**config.mk**
```make
export PLATFORM = sky130hd
export DESIGN_NAME = fdc_front
export DESIGN_NICKNAME = d
export VERILOG_FILES = /design/src/hw/rtl/fdc_pkg.sv /design/src/hw/rtl/fdc_front.sv
export SDC_FILE = /design/constraint.sdc
export NUM_CORES = 1
export LEC_CHECK = 0
export ABC_AREA = 0
export ABC_CLOCK_PERIOD_IN_PS = 3650
export BUFFER_PORTS_ARGS = -buffer_cell sky130_fd_sc_hd__buf_4
export CORE_UTILIZATION = 34
export CTS_BUF_LIST = sky130_fd_sc_hd__clkbuf_2 sky130_fd_sc_hd__clkbuf_4 sky130_fd_sc_hd__clkbuf_8
export CTS_CLUSTER_DIAMETER = 150
export CTS_CLUSTER_SIZE = 8
export DETAILED_ROUTE_END_ITERATION = 10
export GPL_TIMING_DRIVEN = 0
export PLACE_DENSITY = 0.59
export SYNTH_ARGS = -nofsm -noshare
export SYNTH_HDL_FRONTEND = slang
export SYNTH_SLANG_ARGS = --single-unit
```
**constraint.sdc**
```tcl
create_clock -name clk -period 3.65 [get_ports clk]
set_clock_uncertainty 0.2 [all_clocks]
set_input_delay 0.1825 -clock clk [delete_from_list [all_inputs] [get_ports clk]]
set_output_delay 0.1825 -clock clk [all_outputs]
set_load 0.03 [all_outputs]
```
**src/hw/rtl/fdc_pkg.sv**
```systemverilog
// Shared widths, register indexes and types for the full discrete convolution unit.
// No dependencies; imported by every module of the block.
package fdc_pkg;

	localparam int SAMPLE_W     = 16;
	localparam int COEF_W       = 16;
	localparam int PROD_W       = SAMPLE_W + COEF_W;
	localparam int RESULT_W     = 35;
	localparam int TAPCNT_W     = 3;
	localparam int CFG_IDX_W    = 3;
	localparam int CFG_DATA_W   = 16;
	localparam int IN_TDATA_W   = 16;
	localparam int OUT_TDATA_W  = 40;
	localparam int MAX_TAPS_DEF = 7;

	localparam logic [CFG_IDX_W-1:0] REG_TAP_COUNT = 3'd0;
	localparam logic [CFG_IDX_W-1:0] REG_COEF_0    = 3'd1;

	localparam logic [TAPCNT_W-1:0] TAP_COUNT_RESET = 3'd3;

	typedef struct packed {
		logic valid;
		logic last;
	} fdc_item_t;

endpackage

```
**src/hw/rtl/fdc_front.sv**
```systemverilog
// Delay line and tail sequencer: forms the sample window for each result.
// Depends on fdc_pkg; feeds zeros after the last sample of a frame.
module fdc_front import fdc_pkg::*; #(
	parameter int MAX_TAPS = MAX_TAPS_DEF
) (
	input  logic                       clk,
	input  logic                       arst_n,
	input  logic                       in_valid,
	output logic                       in_ready,
	input  logic signed [SAMPLE_W-1:0] in_sample,
	input  logic                       in_last,
	input  logic [TAPCNT_W-1:0]        taps,
	input  logic                       adv,
	output logic signed [SAMPLE_W-1:0] window [MAX_TAPS],
	output fdc_item_t                  item
);

	localparam int CNT_W = $clog2(MAX_TAPS);

	logic signed [SAMPLE_W-1:0] dly_q [MAX_TAPS-1];
	logic [CNT_W-1:0]           flush_cnt_q;
	logic                       flushing;
	logic                       take;
	logic                       clear;

	assign flushing = (flush_cnt_q != '0);
	assign in_ready = adv && !flushing;
	assign take     = in_valid && in_ready;

	always_comb begin
		window[0] = flushing ? '0 : in_sample;
		for (int j = 1; j < MAX_TAPS; j++) begin
			window[j] = dly_q[j-1];
		end
	end

	always_comb begin
		item.valid = take || (flushing && adv);
		if (flushing) begin
			item.last = (flush_cnt_q == CNT_W'(1));
		end else begin
			item.last = !in_last || (taps == TAPCNT_W'(1));
		end
		clear = in_last && item.last;
		if (flushing) begin
			clear = item.last;
		end
	end

	always_ff @(posedge clk or negedge arst_n) begin
		if (!arst_n) begin
			flush_cnt_q <= '0;
			for (int j = 0; j < MAX_TAPS - 1; j++) begin
				dly_q[j] <= '0;
			end
		end else begin
			if (item.valid) begin
				if (clear) begin
					for (int j = 0; j < MAX_TAPS - 1; j++) begin
						dly_q[j] <= '0;
					end
				end else begin
					for (int j = 0; j < MAX_TAPS - 1; j++) begin
						dly_q[j] <= window[j];
					end
				end
			end
			if (take && in_last) begin
				flush_cnt_q <= CNT_W'(taps - TAPCNT_W'(1));
			end else if (flushing && adv) begin
				flush_cnt_q <= flush_cnt_q - CNT_W'(1);
			end
		end
	end

endmodule

```
==> results by stage <==
STA:
- For the pin with the worst max-slew slack, the measured transition is slightly below 900 ps.
- For this run, the top clock speed supported by timing is 0.337 GHz.
- The count of final hold-check violations is 0.
- The number of max-slew violations in the final report is 0.
- Setup violations remaining at the end of the flow were counted as 0.
- The worst path in the final design needs a cycle of 2960 ps, including I/O delays and setup.
- Adding up every negative setup slack in the final design gives 0 ps.
- The share of the clock period used by the worst path is 81.2%.
- The worst pin sits at a relative slew slack of between 40% and 50%.
- Setup slack on the critical path of the routed design comes to just under 700 ps.
- Setup repair after global routing left no endpoint under its margin.

Global routing:
- Global routing consumed, over all layers together, between 10% and 20% of the routing resources.
- The number of global-route vias before repair came to between 3000 and 4000.
- The pin count of the biggest net entering global routing is 100.
- The aggregate global routing overflow is 0.
- The wire length of the first global-routing pass is 16600 um.
- The initial antenna violation count came to 0.

Final layout:
- The post-route core utilization is around half.
- The area added between synthesis and finish is 40.3%.
- Cells with a size suffix above 1 make up 37.0% of the layout.
- The number of inserted filler cells in the final layout is approximately 1100.
- The repair_antennas step left the layout with diodes totalling 0.
- After the last flow step, the layout net total stands at 478.

Worst setup path:
- The worst reg-to-reg setup slack is 1230 ps.
- The endpoint type of the worst setup path is a primary output.
- The data arrival time of the worst path is between 2000 and 3000 ps.
- The data required time of the critical path is about 3300 ps.
- The worst reg-to-reg path cell count is 7.
- The critical path in this run is classified as reg -> out.
- STA classifies the critical path startpoint as a register.
- Along the worst path, the maximum fanout reaches 10.

Clocking:
- The worst-case clock buffer depth is 2.
- The clock latency of the later-clocked register in the worst-skew pair is between 300 and 400 ps.
- Once the clock tree was built, the setup fixing pass inserted 0 buffers.
- The CTS tree is done.
- The clock tree synthesis step divided the H-tree into 3 levels.
- Counting every sink on the clock net gives between 90 and 100.
- After clock tree synthesis, the clock-pin slew on the worst setup and hold paths is 100 ps.
- The number of buffers created by CTS is 9.
- The cell at the root of the clock tree is clkbuf_8.
- The count of cells resized by post-cts repair is 0.

Power and ir drop:
- The share of total power dissipated in the clock network is approximately a fifth.
- The maximum VDD drop is between 0.2 and 0.3 mV.
- The cell leakage power is roughly 0.0028 uW.
- In this run the power spent charging and discharging nets is between 1000 and 1500 uW.
- The part of the total power dissipated in combinational logic is approximately two fifths.
- Sequential cells burn approximately 41% of the power.
- Of the total power, the share spent switching nets is roughly two fifths.
- Cell internal power was estimated by the tool at 2030 uW.
- For this design the ratio of total power to cell area is just over 600 mW/mm^2.

Route:
- The wire length after detailed routing is between 10000 and 15000 um.
- The final route contains between 3000 and 4000 vias.
- The pre-antenna-repair detailed-routing pass consisted of 6 iterations.
- In the routed design, unresolved DRC markers number 0.
- The via density per instance is about 5.4.
- Dividing the detail-routed wire length by the instance count gives roughly 18 um.
- After the first detailed-routing iteration, the DRC count stood at approximately 200.
- The residual antenna-violating net count after detailed routing is 0.

Synth:
- Summing the areas of all compound-gate instances in the mapped netlist gives approximately 26% of the synthesized area.
- The share of synthesized area occupied by flip-flops and latches is just over 60%.
- The top cell type's share of synthesized area is between 60% and 70%.
- After synthesis, the largest family of logic cells by area is compound AO/OA/AOI/OAI gates.
- Counting flops with an async set or reset pin after synthesis yields a share of between 90% and 100%.
- After Yosys synthesis, XOR and XNOR cells account for less than 1% of the synthesized area.
- The post-synthesis adder-cell area fraction is under 10%.
- The count of synthesis-stage warnings from yosys is 0.
- The most numerous cell in the Yosys netlist is dfrtp_1.
- After synthesis the cells add up to around 0.0040 mm^2.
- The average instance area after synthesis is about 14 um^2.
- Of the total synthesized cell area, the portion taken by AND, OR, NAND and NOR gates is under 10%.
- The primary flip-flop cell chosen by synthesis mapping is dfrtp_1.
- The number of nets in the synthesized netlist is between 300 and 400.
- Counting flops and latches in the post-synthesis netlist gives between 90 and 100.
- The number of flops mapped to enable cells by yosys is 0.
- The cell type with the highest aggregate area in the netlist is dfrtp_1.
- The commonest cells after synthesis are dfrtp_1, a32o_1, and2_1.
- The number of different library cells in the post-synthesis netlist is 29.
- The number of instances in the synthesized netlist is ~280.
- Multiplexer cells account for 0.283% of the synthesized area.
- By area the synthesized netlist is led by dfrtp_1, a32o_1, a22o_1.

Die:
- The core area is 0.0114 mm^2.
- In this run the count of I/O pins placed on the die edge is around 140.
- The die outline width is between 100 and 150 um.
- Once the floorplan was initialized, standard cells occupied about a third of the core.
- The die height is about 110 um.
- The number of placement rows is 39.
- The floorplan step defined a die boundary enclosing roughly 0.012 mm^2.

Worst hold path:
- Counting instances, the worst hold path has a depth of 4.
- The worst min-delay path category is in -> reg.

Placement:
- At the placement stage, the worst setup path has a slack of approximately 1100 ps.
- The detailed placement HPWL is roughly 8000 um.
- The quantity of I/O buffers inserted on ports is around 140.
- At the end of routability-driven placement, the weighted congestion stood at 0.747.

Run status:
- The flow ran to the end, and the final reports show no timing, DRC or antenna violations.

Job:
- The tool flagged a number of max-cap violations equal to 0.
-- critical path: stages (launching register included) --
cell     delay [ps]
dfrtp_1         410
inv_1           110
ha_1            280
or3b_1          390
nand2_1         220
buf_2           320
buf_2           270
inv_1            60
buf_4           160
-- metrics by stage --
step / hold WS (ps) / std cells / power (uW) / cell area (um^2)
global placement: 209 / 561 / 2690 / 5190
finish: 54.3 / 597 / 3380 / 5590
floorplan: -313 / 281 / 2200 / 3980
global route: 94.0 / 597 / 3560 / 5590
CTS: 28.4 / 597 / 3420 / 5590
detailed placement: 211 / 561 / 2710 / 5190
-- final cells by class --
class	count	area (um^2)	share of cell area, %
Clock inverter	7	71.3	1.28
Buffer	32	194	3.47
Sequential cell	99	2480	44.3
Tap cell	143	179	3.20
Inverter	6	22.5	0.403
Clock buffer	9	124	2.22
Multi-Input combinational cell	144	1290	23.1
Timing Repair Buffer	157	1230	22.1
-- power by group through the flow --
| stage | Sequential (uW) | Clock [uW] | Combinational, uW |
|---|---|---|---|
| finish | 1390 | 686 | 1300 |
| floorplan | 1660 | 0 | 545 |
| CTS | 1390 | 710 | 1310 |
| detailed placement | 1420 | 0 | 1290 |
| global placement | 1410 | 0 | 1270 |
| global route | 1420 | 747 | 1390 |
-- registers in the layout, indices dropped and copies added, names as in the netlist --
signal and cells:
flush_cnt_q 3, window 96
-- timing repair --
| item | CTS | global route |
|---|---|---|
| hold endpoints to repair | 117 | 0 |
| setup endpoints to repair | 0 | 0 |
| hold buffers | 20 | 0 |
-- final timing paths --
| kind | startpoint | to |
|---|---|---|
| hold reg to reg | window[0] | window[0] |
| max in group asynchronous | arst_n | window[71] |
| setup reg to reg | flush_cnt_q[0] | window[29] |
| setup / recovery | flush_cnt_q[0] | item[1] |
| hold / removal | in_valid | flush_cnt_q[0] |
| min in group asynchronous | arst_n | window[13] |
-- cells in the final DEF, fill, tap and decap left out, drive strengths merged, types with 2 or more instances in the layout --
master       Yosys  layout
a21boi           2       2
a22o            16      16
a32o            80      80
and2            17      17
buf             18     155
clkbuf          14      23
clkinv           0       2
clkinvlp         0       2
dfrtp           99      99
dlygate4sd3      0      20
ha               5       5
inv              6       9
nand2            2       2
nand2b           2       2
nand3            3       3
nor2b            2       2
o21ai            2       2
-- layer usage --
layer,global-route usage [%],share of wire (%),routed length [um]
met5,0,0,0
met4,7.05,1.0,111
met3,3.00,5.5,603
met1,24.6,46,5020
met2,30.3,48,5200
-- kinds of logic after synthesis --
family / Yosys count
AO/OA/AOI/OAI: 107
XOR/XNOR: 1
adder cells (fa/ha/maj): 5
buffers and inverters: 38
flip-flops: 99
multiplexers: 1
AND/OR/NAND/NOR: 30
Note: power is estimated with default switching activity, not from simulation.
