## src/hw/rtl/fdc_pkg.sv

```systemverilog
// Shared widths, register indexes and types for the full discrete convolution unit.
// No dependencies; imported by every module of the block.
package fdc_pkg;

	localparam int SAMPLE_W     = 16;
	localparam int COEF_W       = 16;
	localparam int PROD_W       = SAMPLE_W + COEF_W;
	localparam int RESULT_W     = 35;
	localparam int TAPCNT_W     = 3;
	localparam int CFG_IDX_W    = 3;
	localparam int CFG_DATA_W   = 16;
	localparam int IN_TDATA_W   = 16;
	localparam int OUT_TDATA_W  = 40;
	localparam int MAX_TAPS_DEF = 7;

	localparam logic [CFG_IDX_W-1:0] REG_TAP_COUNT = 3'd0;
	localparam logic [CFG_IDX_W-1:0] REG_COEF_0    = 3'd1;

	localparam logic [TAPCNT_W-1:0] TAP_COUNT_RESET = 3'd3;

	typedef struct packed {
		logic valid;
		logic last;
	} fdc_item_t;

endpackage

```

## src/hw/rtl/fdc_cfg.sv

```systemverilog
// Configuration registers: tap count and tap coefficients.
// Depends on fdc_pkg; gives the active tap count and masked coefficients.
module fdc_cfg import fdc_pkg::*; #(
	parameter int MAX_TAPS = MAX_TAPS_DEF
) (
	input  logic                     clk,
	input  logic                     arst_n,
	input  logic                     cfg_valid,
	input  logic [CFG_IDX_W-1:0]     cfg_index,
	input  logic [CFG_DATA_W-1:0]    cfg_data,
	output logic signed [COEF_W-1:0] coef [MAX_TAPS],
	output logic [TAPCNT_W-1:0]      taps
);

	logic [TAPCNT_W-1:0]      tap_count_q;
	logic signed [COEF_W-1:0] coef_q [MAX_TAPS];

	always_ff @(posedge clk or negedge arst_n) begin
		if (!arst_n) begin
			tap_count_q <= TAP_COUNT_RESET;
			for (int j = 0; j < MAX_TAPS; j++) begin
				coef_q[j] <= '0;
			end
		end else if (cfg_valid) begin
			if (cfg_index == REG_TAP_COUNT) begin
				tap_count_q <= cfg_data[TAPCNT_W-1:0];
			end
			for (int j = 0; j < MAX_TAPS; j++) begin
				if (cfg_index == REG_COEF_0 + CFG_IDX_W'(j)) begin
					coef_q[j] <= cfg_data[COEF_W-1:0];
				end
			end
		end
	end

	always_comb begin
		if (tap_count_q == '0) begin
			taps = TAPCNT_W'(1);
		end else if (tap_count_q > TAPCNT_W'(MAX_TAPS)) begin
			taps = TAPCNT_W'(MAX_TAPS);
		end else begin
			taps = tap_count_q;
		end
	end

	always_comb begin
		for (int j = 0; j < MAX_TAPS; j++) begin
			coef[j] = (TAPCNT_W'(j) < taps) ? coef_q[j] : '0;
		end
	end

endmodule

```

## config.mk

```make
export PLATFORM = sky130hd
export DESIGN_NAME = fdc_cfg
export DESIGN_NICKNAME = d
export VERILOG_FILES = /design/src/hw/rtl/fdc_pkg.sv /design/src/hw/rtl/fdc_cfg.sv
export SDC_FILE = /design/constraint.sdc
export NUM_CORES = 1
export LEC_CHECK = 0
export BUFFER_PORTS_ARGS = -buffer_cell sky130_fd_sc_hd__clkbuf_2
export CELL_PAD_IN_SITES_DETAIL_PLACEMENT = 1
export CELL_PAD_IN_SITES_GLOBAL_PLACEMENT = 2
export CORE_MARGIN = 4
export CORE_UTILIZATION = 36
export CTS_BUF_LIST = sky130_fd_sc_hd__clkbuf_16
export CTS_CLUSTER_DIAMETER = 100
export DETAILED_ROUTE_END_ITERATION = 16
export GPL_ROUTABILITY_DRIVEN = 1
export PLACE_DENSITY_LB_ADDON = 0.1
export SLEW_MARGIN = 20
export SYNTH_ARGS = -nofsm -noshare
export SYNTH_HDL_FRONTEND = slang
export SYNTH_SLANG_ARGS = --single-unit
```

## constraint.sdc

```tcl
create_clock -name clk -period 1.75 [get_ports clk]
set_input_delay 0.0875 -clock clk [delete_from_list [all_inputs] [get_ports clk]]
set_output_delay 0.0875 -clock clk [all_outputs]
set_load 0.02 [all_outputs]
```

==> qor.yml, run 1 <==
final_layout:
  area_delta_synth_final_pct: 39.2
  drive_above_1_share_pct: 64.7
  antenna_cells: 0
  fin_cells: 711
  final_nets: 536
  fin_util_pct: 51.1
placed_design:
  dp_cells: 670
  numPortBuffers: 136
  hpwl_um: 9590
  place.gp.congestion: 0.700
outcome:
  violations: "negative setup slack"
  status: "complete, but fails checks"
yosys:
  synth_edf_count: 0
  avgSynthCellArea_um2: 13.9
  ys_seq_area_share_pct: 54.0
  yosysTopAreaCell: "dfrtp_1"
  syn_area_um2: 5330
  netlist.area_leader.share_pct: 53.0
  synth-seq-cells: 115
  postSynthCellCount: 383
  synth_flop_cell: "dfrtp_1"
  ys_warn_count: 0
  synth_cell_type_count: 21
  synth_nets: 405
  async_reset_ff_share_pct: 100
  synth.area.top_cells: "dfrtp_1, mux2_2, mux2_4"
die:
  start_util_pct: 36.7
  die_w_um: 130
  die_y_um: 130
  rows: 44
  core_um2: 14500
  die_area_um2: 16800
  pin_count: 137
timing:
  final.min_clock_period_ns: 1.77
  final.setup.worst_slack_ns: -0.0220
  rsz0062_at_grt: "yes"
  hold_violations: 0
  final.period_utilization_pct: 101
  maxSlewHeadroom_pct: 62.6
  hold_slack_ns: 0.0230
  slew_violations: 0
  worst-slew-pin-transition_ns: 0.560
  fin_skew_ns: 0
  setup_viol: 12
  max_clock_freq_mhz: 564
routing:
  drt_iter0_drc: 93
  totalWireLength_um: 14600
  routed-via-count: 3464
  first_pass_iters: 4
  wl_per_cell_um: 20.6
  drc_errors: 0
  postRouteAntennaNets: 0
  vias_per_cell: 4.87
flow_run:
  max-cap-violations: 0
worst_setup_path:
  critPathArrivalTime_ns: 1.68
  cp_max_fo: 8
  endpoint_kind: "output port"
  required_ns: 1.66
  cp-start-kind: "flop"
  worstRegToRegCells: 3
  crit_type: "reg2out"
clocking:
  cts_htree_levels: 4
  cts_tree: "yes"
  clk_pin_slew_ns: 0.05
  clock-sinks: 115
  clock_path_buffers: 2
  clk_latency_ns: 0.40
  clockRootBuffer: "clkbuf_16"
  cts_buffers: 17
global_route:
  grt_pass1_wl_um: 22900
  grt_pass1_vias: 3888
  antenna_found_initial: 0
  grt_max_degree: 69
  overflow: 0
  grt_usage_pct: 18.3
pwr:
  vdd_drop_max_mv: 0.749
  power_density_nw_per_um2: 1390
  finalPower_w: 0.0103
  p_leak_nw: 3.61
min_path:
  hold_class: "in2async"
[synth_stat cells (2+ instances only)]
library cell / n
dfrtp_1: 113
clkbuf_1: 28
buf_2: 5
and2b_1: 19
mux2_2: 85
and2_1: 33
buf_6: 5
buf_4: 3
buf_8: 3
and4bb_1: 3
and3_1: 32
nor2b_1: 13
mux2_4: 30
nand4b_4: 3
dfstp_2: 2
[cell families after synthesis]
| logic type | Yosys count | synth area share (%) |
|---|---|---|
| multiplexers | 115 | 26.4 |
| AO/OA/AOI/OAI | 2 | 0.235 |
| buffers and inverters | 44 | 4.76 |
| flip-flops | 115 | 54.0 |
| AND/OR/NAND/NOR | 107 | 14.6 |
[state kept, by name, indices dropped and copies added, names as in the netlist]
| signal | cells |
|---|---|
| tap_count_q | 3 |
| coef_q | 112 |
[per-layer routing]
layer | share of wire (%) | vias up | track usage (%)
met5 | 0 | - | 0
met4 | 1.0 | 0 | 6.05
met3 | 5.3 | 13 | 4.79
met2 | 49 | 104 | 30.1
met1 | 44 | 1774 | 23.5
li1 | - | 1573 | -
[stage by stage]
step                      TNS [ns]  instance area, um^2  setup slack [ns]
after global routing         -2.16                 7420           -0.0917
after floorplan                  0                 5330             0.302
after detailed placement         0                 6140             0.141
final                       -0.172                 7420           -0.0220
after global placement       -9.43                 6120            -0.413
after CTS                   -0.911                 7200           -0.0457
[power breakdown]
part	switching [W]	total (W)	internal [W]
Sequential	0.000330	0.00359	0.00326
Combinational	0.00162	0.00332	0.00170
Clock	0.00118	0.00337	0.00219
[final cells by class]
type	instances	area (um^2)
Fill cell	1481	7110
Sequential cell	115	2880
Multi-Input combinational cell	224	2340
Timing Repair Buffer	156	1400
Clock buffer	17	425
Tap cell	184	230
Clock inverter	15	148
[critical path, cell delays in order (launching register included)]
cell      delay [ns]
dfstp_2         0.63
and2_4          0.20
buf_6           0.13
and3_1          0.18
clkbuf_8        0.15
[placed cells by master (no fill, tap or decap)]
cell type | netlist | routed
buf_12 | 0 | 7
nor2b_4 | 0 | 1
nor2_4 | 0 | 1
clkinvlp_4 | 0 | 2
and2_1 | 33 | 16
and2b_1 | 19 | 19
and3_1 | 32 | 23
nand4_2 | 1 | 1
mux2_2 | 85 | 85
nor2b_1 | 13 | 6
buf_6 | 5 | 15
bufinv_16 | 0 | 3
or2_4 | 0 | 1
nor2b_2 | 0 | 6
and2_4 | 0 | 17
and3_4 | 0 | 9
clkinv_2 | 0 | 4
mux2_4 | 30 | 30
clkbuf_8 | 0 | 8
o21a_4 | 0 | 1
inv_1 | 0 | 1
and4bb_1 | 3 | 3
dlygate4sd3_1 | 0 | 1
nor4b_2 | 1 | 1
clkbuf_16 | 0 | 18
clkinv_1 | 0 | 5
dfstp_2 | 2 | 2
dfrtp_1 | 113 | 112
a21oi_4 | 0 | 1
clkbuf_2 | 0 | 74
buf_8 | 3 | 30
buf_4 | 3 | 10
buf_2 | 5 | 10
dfrtp_2 | 0 | 1
nand4b_4 | 3 | 3
[worst paths after layout]
path	startpoint	end	slack [ns]
setup reg to reg	tap_count_q[0]	tap_count_q[0]	0.63
setup / recovery	tap_count_q[1]	coef[15]	-0.02
hold reg to reg	coef_q[30]	coef_q[30]	0.50
max in group asynchronous	arst_n	coef_q[20]	1.16
hold / removal	arst_n	coef_q[46]	0.02
min in group clk	cfg_data[6]	coef_q[86]	0.05
[timing repair]
item / 4_1_cts / 5_1_grt
gates cloned: 2 / 1
hold buffers: 1 / 0
hold endpoints to repair: 115 / 0
gates resized for setup: 102 / 99
pin swaps: 17 / 14
endpoints found under the setup margin: 55 / 74
buffers inserted: 4 / 1
Note: power is estimated with default switching activity, not from simulation.
==> inputs of run 2 (changes only) <==
- RECOVER_POWER: unset -> 25
==> qor.yml, run 2 (synthesis gave the netlist of run 1 again) <==
global_route:
  grt_max_degree: 69
  antenna_found_initial: 0
  grt_usage_pct: 18.3
  overflow: 0
  grt_pass1_vias: 3888
  grt_pass1_wl_um: 22900
pwr:
  p_leak_nw: 3.60
  swShare_pct: 30.4
  vdd_drop_max_mv: 0.749
  power_frac_comb_pct: 32.2
  internal_power_w: 0.00715
  power.share.clock_pct: 32.8
  power_density_nw_per_um2: 1390
  seq_power_share_pct: 35.0
  power.switching_w: 0.00313
clocking:
  clk_pin_slew_ns: 0.05
  cts_tree: "yes"
  cts_htree_levels: 4
  clock-sinks: 115
  clockRootBuffer: "clkbuf_16"
  cts_buffers: 17
  clock_path_buffers: 2
  clk_latency_ns: 0.40
worst_setup_path:
  cp_max_fo: 8
  cp-start-kind: "flop"
  cp_top_family: "flip-flops"
  slowest_stage: "dfstp_2"
  critPathArrivalTime_ns: 1.68
  worstPathCellList: "and2_4 -> buf_6 -> and3_1 -> clkbuf_8"
  required_ns: 1.66
  crit_buf_inv: 2
  crit_type: "reg2out"
  worstRegToRegCells: 3
  critical_path_depth: 4
  endpoint_kind: "output port"
  cpPeakStageDelay_ns: 0.63
final_layout:
  area_delta_synth_final_pct: 38.6
  multi_input_area_um2: 2340
  final_cell_mix: "dfrtp_1, mux2_2, clkbuf_2"
  regMostFlops: "coef_q"
  top_regs: "coef_q: 112 flops, tap_count_q: 3 flops"
  drive_above_1_share_pct: 64.5
  seqCellArea_um2: 2880
  largest_reg_flops: 112
  antenna_cells: 0
  final_nets: 536
  final_common_cell: "dfrtp_1"
  fillers: 1487
outcome:
  violations: "negative setup slack"
  status: "complete, but fails checks"
die:
  pin_count: 137
  start_util_pct: 36.7
  die_area_um2: 16800
  die_w_um: 130
  rows: 44
  die_y_um: 130
  core_um2: 14500
routing:
  first_pass_iters: 4
  vias_per_cell: 4.88
  postRouteAntennaNets: 0
  drc_errors: 0
  routed-via-count: 3469
  drt_iter0_drc: 79
  wl_per_cell_um: 20.6
  totalWireLength_um: 14600
flow_run:
  max-cap-violations: 0
placed_design:
  hpwl_um: 9590
  pre_cts_slack_ns: 0.141
  place.gp.congestion: 0.700
  numPortBuffers: 136
timing:
  final.setup.worst_slack_ns: -0.0219
  max_clock_freq_mhz: 564
  setup_viol: 14
  maxSlewHeadroom_pct: 21.6
  fin_skew_ns: 0
  hold_slack_ns: 0.00416
  hold_violations: 0
  slew_violations: 0
  final.min_clock_period_ns: 1.77
  worst-slew-pin-transition_ns: 1.18
  final.period_utilization_pct: 101
  rsz0062_at_grt: "yes"
min_path:
  hold_class: "in2async"
[run 2: per-stage QoR]
stage	setup TNS, ns	total power (W)	cells	utilization, %	area, um^2
4_1_cts	-0.911	0.0101	709	49.5	7200
6_report	-0.175	0.0103	711	50.8	7390
3_3_place_gp	-9.43	0.00620	669	42.1	6120
3_5_place_dp	0	0.00630	670	42.2	6140
2_1_floorplan	0	0.00532	383	-	5330
5_1_grt	-2.17	0.0108	711	50.8	7390
[run 2: layout make-up]
class | count | area share [%]
Sequential cell | 115 | 39.0
Multi-Input combinational cell | 224 | 31.6
Timing Repair Buffer | 156 | 18.5
Clock buffer | 17 | 5.76
Tap cell | 184 | 3.12
Clock inverter | 15 | 2.00
[run 2: layer usage]
metal | global-route usage (%) | wire length (um) | vias to the layer above
met4 | 6.05 | 152 | 0
met3 | 4.79 | 791 | 13
met5 | 0 | 0 | -
met2 | 30.1 | 7220 | 106
met1 | 23.5 | 6470 | 1778
li1 | - | - | 1572
[run 2: power by group through the flow]
stage,registers (W),clock network (W),logic [W]
after floorplan,0.00347,0,0.00185
after global placement,0.00357,0,0.00263
after detailed placement,0.00361,0,0.00269
after CTS,0.00359,0.00344,0.00309
after global routing,0.00368,0.00356,0.00355
final,0.00359,0.00337,0.00331
[run 2: worst paths after layout]
path	to	slack, ns	start
hold reg to reg	coef_q[50]	0.50	coef_q[50]
setup / recovery	coef[15]	-0.02	tap_count_q[1]
hold / removal	coef_q[46]	0.004	arst_n
setup reg to reg	tap_count_q[0]	0.63	tap_count_q[0]
min in group clk	coef_q[86]	0.06	cfg_data[6]
max in group asynchronous	tap_count_q[2]	0.32	arst_n
[run 2: what timing repair did]
action	in CTS	in global routing
setup endpoints to repair	55	74
hold endpoints to repair	115	0
hold buffers	1	0
gates cloned	2	1
gates resized for setup	102	99
setup buffers	4	1
pin swaps	17	14
==> inputs of run 3 (changes only) <==
--- a/config.mk
+++ b/config.mk
@@ -13,3 +13,3 @@
 export CTS_BUF_LIST = sky130_fd_sc_hd__clkbuf_16
-export CTS_CLUSTER_DIAMETER = 100
+export CTS_CLUSTER_DIAMETER = 150
 export DETAILED_ROUTE_END_ITERATION = 16
==> constraint.sdc (replaced) <==
create_clock -name clk -period 1.75 [get_ports clk]
set_input_delay 0.35 -clock clk [delete_from_list [all_inputs] [get_ports clk]]
set_output_delay 0.35 -clock clk [all_outputs]
set_load 0.02 [all_outputs]
==> qor.yml, run 3 (synthesis gave the netlist of run 1 again) <==
outcome:
  status: "complete, but fails checks"
  violations: "negative setup slack"
die:
  rows: 44
  start_util_pct: 36.7
  die_w_um: 130
  core_um2: 14500
  die_area_um2: 16800
  die_y_um: 130
  pin_count: 137
worst_setup_path:
  cp_max_fo: 17
  worstRegToRegCells: 4
  slowest_stage: "dfstp_2"
  crit_type: "reg2out"
  timing.rr.start: "tap_count_q[1]"
  reg2reg_setup_slack_ns: 0.57
  cp-start-kind: "flop"
  critPathArrivalTime_ns: 1.65
  required_ns: 1.40
  worstReg2RegEnd: "tap_count_q[1]"
  endpoint_kind: "output port"
  cpPeakStageDelay_ns: 0.57
  worstPathCellList: "nor2_2 -> buf_12 -> or2_2 -> clkbuf_2"
global_route:
  grt_pass1_wl_um: 22700
  overflow: 0
  grt_usage_pct: 18.0
  grt_max_degree: 39
  grt_pass1_vias: 3768
  antenna_found_initial: 0
pwr:
  p_leak_nw: 3.64
  power_density_nw_per_um2: 1390
  vdd_drop_max_mv: 0.727
clocking:
  cts_tree: "yes"
  cts_buffers: 17
  clock-sinks: 115
  clk_pin_slew_ns: 0.05
  clock_path_buffers: 2
  clockRootBuffer: "clkbuf_16"
  clk_latency_ns: 0.40
  cts_htree_levels: 4
final_layout:
  design_area_um2: 7600
  final_common_cell: "dfrtp_1"
  fin_util_pct: 52.3
  drive_above_1_share_pct: 62.5
  fillers: 1459
  top_regs: "coef_q: 112 flops, tap_count_q: 3 flops"
  final_cell_mix: "dfrtp_1, mux2_2, clkbuf_8"
  regMostFlops: "coef_q"
  antenna_cells: 0
  fin_cells: 714
  final_nets: 539
  area_delta_synth_final_pct: 42.6
  largest_reg_flops: 112
routing:
  vias_per_cell: 4.86
  totalWireLength_um: 14700
  drc_errors: 0
  first_pass_iters: 4
  drt_iter0_drc: 136
  routed-via-count: 3470
  wl_per_cell_um: 20.6
  postRouteAntennaNets: 0
placed_design:
  hpwl_um: 9630
  pre_cts_slack_ns: 0.0368
  numPortBuffers: 136
  place.gp.congestion: 0.703
  dpl_cell_area_um2: 6220
  dp_cells: 676
timing:
  final.min_clock_period_ns: 2.00
  max_clock_freq_mhz: 501
  fin_skew_ns: 0
  worst-slew-pin-transition_ns: 1.07
  final.setup.worst_slack_ns: -0.245
  hold_slack_ns: 0.316
  rsz0062_at_grt: "yes"
  slew_violations: 0
  hold_violations: 0
  maxSlewHeadroom_pct: 28.8
  final.period_utilization_pct: 114
  setup_viol: 82
min_path:
  whs_endpoint: "coef_q[85]"
  worstHoldStart: "cfg_data[5]"
  min_path_cells: 2
  hold_class: "in2reg"
flow_run:
  max-cap-violations: 0
==> run 3: cell types whose count changed in the layout (fill, tap and decap cells not counted), sizes merged <==
cell | before | now
clkinv | 9 | 7
clkinvlp | 2 | 1
clkbuf | 103 | 131
bufinv | 3 | 5
buf | 69 | 44
inv | 1 | 2
==> run 3: stage by stage <==
step	total power, W	setup TNS (ns)
after CTS	0.0106	-15.73
after global placement	0.00625	0
after detailed placement	0.00632	0
after floorplan	0.00532	0
after global routing	0.0111	-19.86
final	0.0106	-13.33
==> run 3: cell type report <==
class                      count  area (um^2)  share of cell area (%)
sequential                   115         2880                    37.9
clock inverter                15          196                    2.58
clock buffer                  17          425                    5.59
multi-input combinational    224         2290                    30.1
timing repair buffer         159         1580                    20.8
tap                          184          230                    3.03
==> run 3: worst max-delay path by stage <==
stage | from | endpoint
2_1_floorplan | tap_count_q[0] | coef[32]
3_3_place_gp | cfg_valid | coef_q[10]
3_5_place_dp | cfg_valid | coef_q[4]
4_1_cts | tap_count_q[1] | taps[0]
5_1_grt | tap_count_q[1] | coef[47]
6_report | tap_count_q[1] | taps[0]
==> run 3: power by group <==
part	total (W)	internal, W	switching, W
sequential	0.00357	0.00326	0.000307
clock	0.00367	0.00248	0.00119
combinational	0.00333	0.00176	0.00157
total	0.0106	0.00750	0.00307
==> run 3: routing by layer <==
| layer | vias up | wire (um) | GRT usage [%] | share of wire, % |
|---|---|---|---|---|
| li1 | 1580 | - | - | - |
| met1 | 1776 | 6590 | 24.0 | 45 |
| met2 | 100 | 7150 | 29.0 | 49 |
| met3 | 14 | 745 | 4.42 | 5.1 |
| met4 | 0 | 192 | 5.87 | 1.3 |
| met5 | - | 0 | 0 | 0 |
==> run 3: what timing repair did <==
item,CTS,global route
setup endpoints to repair,99,98
resized for setup,161,51
hold buffers,1,0
hold endpoints to repair,30,0
buffers inserted,4,0
pin swaps,1,1
cloned,0,2
==> run 3: critical path, delay by kind of cell (launching register included) <==
| family | cells | cell delay (ns) |
|---|---|---|
| buffers and inverters | 2 | 0.31 |
| flip-flops | 1 | 0.57 |
| AND/OR/NAND/NOR | 2 | 0.35 |
